<file path="src/rtl/assert_macros.svh">
// Assertion macros shared by the array engine RTL.
// Included by modules that carry concurrent checks; no other dependencies.
`ifndef ASSERT_MACROS_SVH
`define ASSERT_MACROS_SVH

// A condition that must hold at every clock edge out of reset.
`define IAE_ASSERT_ALWAYS(lbl, clk, rst_n, expr, msg) \
    lbl: assert property (@(posedge clk) disable iff (!rst_n) (expr)) else $error(msg);

// An antecedent that must be followed by the consequent in the same cycle.
`define IAE_ASSERT_IMPLIES(lbl, clk, rst_n, ante, cons, msg) \
    lbl: assert property (@(posedge clk) disable iff (!rst_n) (ante) |-> (cons)) \
        else $error(msg);

`endif

</file>
<file path="src/rtl/iae_pkg.sv">
// Types and codes shared by the integer array engine.
// No dependencies; the compare unit and the engine refer to it by scoped names.
package iae_pkg;

    typedef enum logic [2:0] {
        ACT_SET  = 3'd0,
        ACT_GET  = 3'd1,
        ACT_FIND = 3'd2,
        ACT_SORT = 3'd3,
        ACT_PUSH = 3'd4,
        ACT_POP  = 3'd5
    } action_t;

    typedef enum logic [1:0] {
        ST_OK       = 2'd0,
        ST_BAD      = 2'd1,
        ST_NOTFOUND = 2'd2,
        ST_FULL     = 2'd3
    } status_t;

    typedef enum logic [2:0] {
        S_IDLE,
        S_GET_WAIT,
        S_FIND_CMP,
        S_SORT_RDKEY,
        S_SORT_LDKEY,
        S_SORT_CMP,
        S_SORT_PLACE,
        S_DONE
    } state_t;

    typedef struct packed {
        logic eq;
        logic lt;
    } cmp_res_t;

endpackage

</file>
<file path="src/rtl/iae_cmp.sv">
// Shared compare unit: equality and signed less-than of two 32-bit words.
// Uses iae_pkg::cmp_res_t for its result.
module iae_cmp (
    input  logic signed [31:0] a,
    input  logic signed [31:0] b,
    output iae_pkg::cmp_res_t  res
);

    always_comb
    begin
        res.eq = (a == b);
        res.lt = (a < b);
    end

endmodule

</file>
<file path="config.mk">
export PLATFORM = sky130hd
export DESIGN_NAME = iae_cmp
export DESIGN_NICKNAME = d
export VERILOG_FILES = /design/src/rtl/assert_macros.svh /design/src/rtl/iae_pkg.sv /design/src/rtl/iae_cmp.sv
export SDC_FILE = /design/constraint.sdc
export NUM_CORES = 1
export LEC_CHECK = 0
export BUFFER_PORTS_ARGS = -buffer_cell sky130_fd_sc_hd__buf_4
export CAP_MARGIN = 0
export CORE_UTILIZATION = 45
export DETAILED_ROUTE_END_ITERATION = 7
export PLACE_DENSITY = 0.94
export SYNTH_ARGS = -nofsm -noshare
export SYNTH_HDL_FRONTEND = slang
export SYNTH_SLANG_ARGS = --single-unit
</file>
<file path="constraint.sdc">
create_clock -name vclk -period 6.8
set_clock_uncertainty 0.15 [all_clocks]
set_input_delay 1.36 -clock vclk [all_inputs]
set_output_delay 1.36 -clock vclk [all_outputs]
set_load 0.01 [all_outputs]
</file>
**After elaboration in Yosys (flattened, before gate mapping)**

Index checks and enable logic that the tools add are counted.

- ROM bits: 0
- Word-level logic and storage cells: 2
- RAM bits: 0
- Output and inout port bits: 2
- Input bits: 64
- Register bits after elaboration: 0
- Memories kept: 0
- Latch bits: 0

- $mul: 0
- $lt $le $gt $ge: 1
- Mux-type cells: 0
- Add/sub/neg operators: 0
- Divide/modulo/power cells: 0
- Shift-type cells: 0
- Bitwise logic cells: 0
- Eq/ne operators: 1
- Reduce and logical (&&, ||, !) cells: 0

Operators by type and width:

| cell | number |
|---|---|
| 32-bit equality test | 1 |
| 32-bit less-than comparator | 1 |

**Depth between registers and ports, before layout**

Gate-level depths: netlist of run 1.

- Depth in word-level cells: 1
- Depth in mapped cells: 7
- Mapped depth without buffers: 7

**Least setup slack after synthesis of run 1**

Ideal clock, no wire load.

- Path kind: input to output
- Start point: in b[14]
- End point: out res[0] (netlist bit)
- Arrival time: 2622 ps
- Path slack: 2668 ps
- Stages on the path: 7
- Required time: 5290 ps
- Buffers on the path: 0
- Cells stage by stage: inv_1 > ha_1 > a21oi_2 > nand2_1 > a221o_1 > o31a_1 > o22ai_2

RTL lines:

| item | RTL line | RTL |
|---|---|---|
| start, declared | iae_cmp.sv:5 | `input logic signed [31:0] b,` |
| end, declared | iae_cmp.sv:6 | `output iae_pkg::cmp_res_t res` |

==> flow_summary.ini, run 1 <==
[status]
status = complete, no violations

[clocking]
postCtsSetupBuffers = 0
hold_buffers = 0
cts_resized = 0

[floorplan]
die_h_um = 44.7
start_util = 0.475
core_um2 = 1730
fp-row-count = 15
die_w_um = 44.7
io_pins = 66
die_area_um2 = 2000

[sta]
finalSetupTns_ns = 0
finalCritPeriodShare = 0.646
period_needed_ns = 4.39
fmax_mhz = 228
timing_hold_violations_final = 0
final_max_slew_viol_count = 0
final-setup-viol-count = 0
worst_hold_slack_ns = 3.08
timing.slew.headroom = 0.747
tightest_slew_ns = 0.376
rsz0062_at_grt = false

[detailed_routing]
vias = 1036
drt-initial-drc-count = 6
final_antenna_net_count = 0
remaining_drc_errors = 0
wl_met1_um = 758
highest_layer = met4
wl_mm = 2.12
wl_met3_um = 147
met2_length_mm = 1.17
first_pass_iters = 5
vias_per_cell = 5.08
post_drt_wl_per_cell_um = 10.4

[global_route]
grt_max_degree = 5
antenna_found_initial = 0
grt_first_pass_wirelength_mm = 3.47
grt_overflow = 0
grt_usage = 0.217
first_global_vias = 983

[synthesis]
synth_simple_gate_area_frac = 0.160
synth_nets = 209
synth_compound_area_frac = 0.206
syn_avg_cell_area_um2 = 7.26
ys_seq_area_frac = 0
syn_inst = 113
syn_area_um2 = 821
yosys_warnings = 0
synthXorXnorAreaFrac = 0
synth_cell_types = 24
synth_top_family_by_area = adder cells
synthMuxAreaShare = 0
synth_fa_ha_area_frac = 0.488

[hold_path]
min_path_type = in -> out

[worst_setup_path]
criticalPathCategory = in -> out
crit_required_ns = 5.29
worstPathMaxFanout = 3
arrival_ns = 2.88
crit_path_end_kind = primary output
setup.worst_path.start_class = input port

[layout]
diodes = 0
drive_gt1_frac = 0.397
layout.nets = 277
syn_to_final_growth_pct = 64.2
nFillCells = 123
seq_area_um2 = 0
design_area_um2 = 1350
num-clock-buffers = 0
multiInputGateArea_um2 = 701
nFlopsAndLatches = 0

[power_and_ir_drop]
vdd_drop_max_uv = 31.2
p_leak_nw = 0.821
powerDensity_nw_per_um2 = 53.9

[placement]
place_hpwl_mm = 2.02
portBuffers = 66
dpl-instance-area_um2 = 1350
gp_congestion = 0.739

[run]
maxCapViolCount = 0
## metrics by stage
step                      utilization  total power [mW]  cells  setup slack (ns)
final                           0.780            0.0726    204              2.41
after global routing            0.780            0.0817    204              2.28
after CTS                       0.780            0.0734    204              2.40
after detailed placement        0.780            0.0731    204              2.39
after global placement          0.780            0.0688    204              2.43
after floorplan                     -            0.0349    113              2.67
## where the power goes
group          leakage [nW]  switching (mW)  total (mW)  internal, mW
clock                     0               0           0             0
sequential                0               0           0             0
combinational         0.821          0.0295      0.0726        0.0431
## Yosys cell counts, types with 2 or more instances
master   instances  area [um^2]
a21o_1           2         15.0
a21oi_1         11         55.1
ha_1            32          400
inv_1           32          120
nand2_1          7         26.3
nand3_1          2         10.0
nand4_1          6         37.5
nor2_1           4         15.0
o21ai_0          2         10.0
## per-layer routing
layer,track usage,vias up
met5,0,-
met4,0.0485,0
met3,0.0120,4
met2,0.471,55
met1,0.219,447
li1,-,530
## cells in the final DEF, fill, tap and decap left out, types with 2 or more instances in the layout
| cell type | n |
|---|---|
| buf_4 | 66 |
| inv_1 | 32 |
| o21ai_0 | 2 |
| nand2_1 | 7 |
| nand4_1 | 6 |
| a21oi_1 | 11 |
| nand3_1 | 2 |
| ha_1 | 32 |
| nor2_1 | 4 |
| a21o_1 | 2 |
## critical path: stages
cell       delay (ns)
buf_4            0.11
ha_1             0.31
a21oi_1          0.16
o21ai_1          0.08
a221oi_1         0.39
o2111ai_1        0.19
o22ai_2          0.14
buf_4            0.14
## area by class of cell
type,instances,area share
inverters,32,0.0891
multi-input cells,81,0.520
repair buffers,66,0.368
well taps,25,0.0232
## worst paths after layout
kind	start	endpoint	slack, ns	cells after the start
hold / removal	a[31]	res[0]	3.08	4
setup / recovery	a[23]	res[0]	2.41	8
## logic make-up (layout without fill, tap and decap cells)
group | Yosys count | after routing
AND/OR/NAND/NOR | 24 | 24
buffers and inverters | 32 | 98
adder cells (fa/ha/maj) | 32 | 32
AO/OA/AOI/OAI | 25 | 25
(Power assumes the default switching activity.)
==> run 2: changes to the inputs <==
--- a/config.mk
+++ b/config.mk
@@ -7,9 +7,10 @@
 export LEC_CHECK = 0
 export BUFFER_PORTS_ARGS = -buffer_cell sky130_fd_sc_hd__buf_4
 export CAP_MARGIN = 0
-export CORE_UTILIZATION = 45
+export CORE_ASPECT_RATIO = 0.7
+export CORE_UTILIZATION = 38
 export DETAILED_ROUTE_END_ITERATION = 7
-export PLACE_DENSITY = 0.94
+export PLACE_DENSITY = 0.84
 export SYNTH_ARGS = -nofsm -noshare
 export SYNTH_HDL_FRONTEND = slang
 export SYNTH_SLANG_ARGS = --single-unit
==> constraint.sdc (replaced) <==
create_clock -name vclk -period 3.55
set_clock_uncertainty 0.15 [all_clocks]
set_input_delay 0.71 -clock vclk [all_inputs]
set_output_delay 0.71 -clock vclk [all_outputs]
set_load 0.01 [all_outputs]
==> run 2 against run 1 <==
The flow now finishes with violations (design-rule violations); die area grew 18%; critical endpoint unchanged; sequential share of layout area unchanged; critical path depth is the same; first-iteration DRC count is 83% higher; count of clock-buffer cells in the layout stayed put; highest routed layer unchanged.
==> flow_summary.ini, run 2 (same netlist as run 1, synthesis figures left out) <==
[sta]
finalSetupTns_ns = 0
layout_setup_ws_ns = 0.411
timing_hold_violations_final = 0
finalCritPeriodShare = 0.884
rsz0062_at_grt = false
fmax_mhz = 319
tightest_slew_ns = 0.393
timing.slew.headroom = 0.738
final-setup-viol-count = 0
period_needed_ns = 3.14
final_max_slew_viol_count = 0

[layout]
layout.nets = 277
syn_to_final_growth_pct = 63.7
drive_gt1_frac = 0.397
num-clock-buffers = 0
final_common_cell = buf_4
seq_area_um2 = 0
final_util = 0.694
final_cell_mix = buf_4 (66), inv_1 (32), ha_1 (32)
nFillCells = 166
multiInputGateArea_um2 = 701
diodes = 0
nFlopsAndLatches = 0

[detailed_routing]
vias_per_cell = 4.91
post_drt_wl_per_cell_um = 11.1
first_pass_iters = 6
wl_mm = 2.23
final_antenna_net_count = 0
drt-initial-drc-count = 11
vias = 986
remaining_drc_errors = 3

[clocking]
cts_resized = 0
hold_buffers = 0
postCtsSetupBuffers = 0

[worst_setup_path]
max_stage_delay_ns = 0.42
arrival_ns = 2.28
worstPathMaxFanout = 3
crit_buf_inv = 2
critical_path.cell_chain = buf_4 > ha_1 > a21oi_1 > o21ai_1 > a221oi_1 > o2111ai_1 > o22ai_2 > buf_4
criticalPathCategory = in -> out
cp_top_family = compound AO/OA/AOI/OAI gates
cp_slowest_cell = a221oi_1
cpMostUsedCell = buf_4
crit_required_ns = 2.69
crit_path_start = a[23]
crit_path_end_kind = primary output
setup.worst_path.start_class = input port

[floorplan]
die_h_um = 40.9
die_area_um2 = 2350
die_w_um = 57.6
start_util = 0.424
fp-row-count = 13
io_pins = 66
core_um2 = 1940

[power_and_ir_drop]
finalPower_mw = 0.140
powerDensity_nw_per_um2 = 104
p_leak_nw = 0.821
vdd_drop_max_uv = 51.6

[placement]
portBuffers = 66
place_hpwl_mm = 2.14
gp_congestion = 0.711
post-place-ws_ns = 0.375

[global_route]
first_global_vias = 968
grt_usage = 0.198
antenna_found_initial = 0
grt_overflow = 0
grt_first_pass_wirelength_mm = 3.63
grt_max_degree = 5

[status]
violations = design-rule violations
status = complete, but fails checks

[hold_path]
min_path_type = in -> out
min_from = a[31]

[run]
maxCapViolCount = 0
## run 2: worst min-delay path, cell delays in order
cell     delay, ns
buf_4         0.08
ha_1          0.18
o22ai_2       0.10
buf_4         0.14
## run 2: metal layers
metal / up-vias / share of wire / global-route usage
met3: 4 / 0.056 / 0.0189
met4: 0 / 0.017 / 0.0549
met5: - / 0 / 0
li1: 529 / - / -
met1: 421 / 0.39 / 0.201
met2: 32 / 0.54 / 0.451
## run 2: area by class of cell
type                            instances  area share
Timing Repair Buffer                   66       0.369
Tap cell                               22      0.0205
Inverter                               32      0.0894
Multi-Input combinational cell         81       0.521
## run 2: metrics by stage
stage | cells | hold slack (ns) | instance area [um^2]
2_1_floorplan | 113 | 1.55 | 821
5_1_grt | 201 | 1.80 | 1340
3_3_place_gp | 201 | 1.77 | 1340
6_report | 201 | 1.77 | 1340
3_5_place_dp | 201 | 1.77 | 1340
4_1_cts | 201 | 1.78 | 1340
## run 2: power by group
group	switching [mW]	internal, mW	leakage (nW)
Sequential	0	0	0
Combinational	0.0573	0.0828	0.821
Clock	0	0	0
## run 2: worst paths after layout
| check | endpoint | slack (ns) | cells after the start |
|---|---|---|---|
| max | res[0] | 0.41 | 8 |
| min | res[0] | 1.77 | 4 |
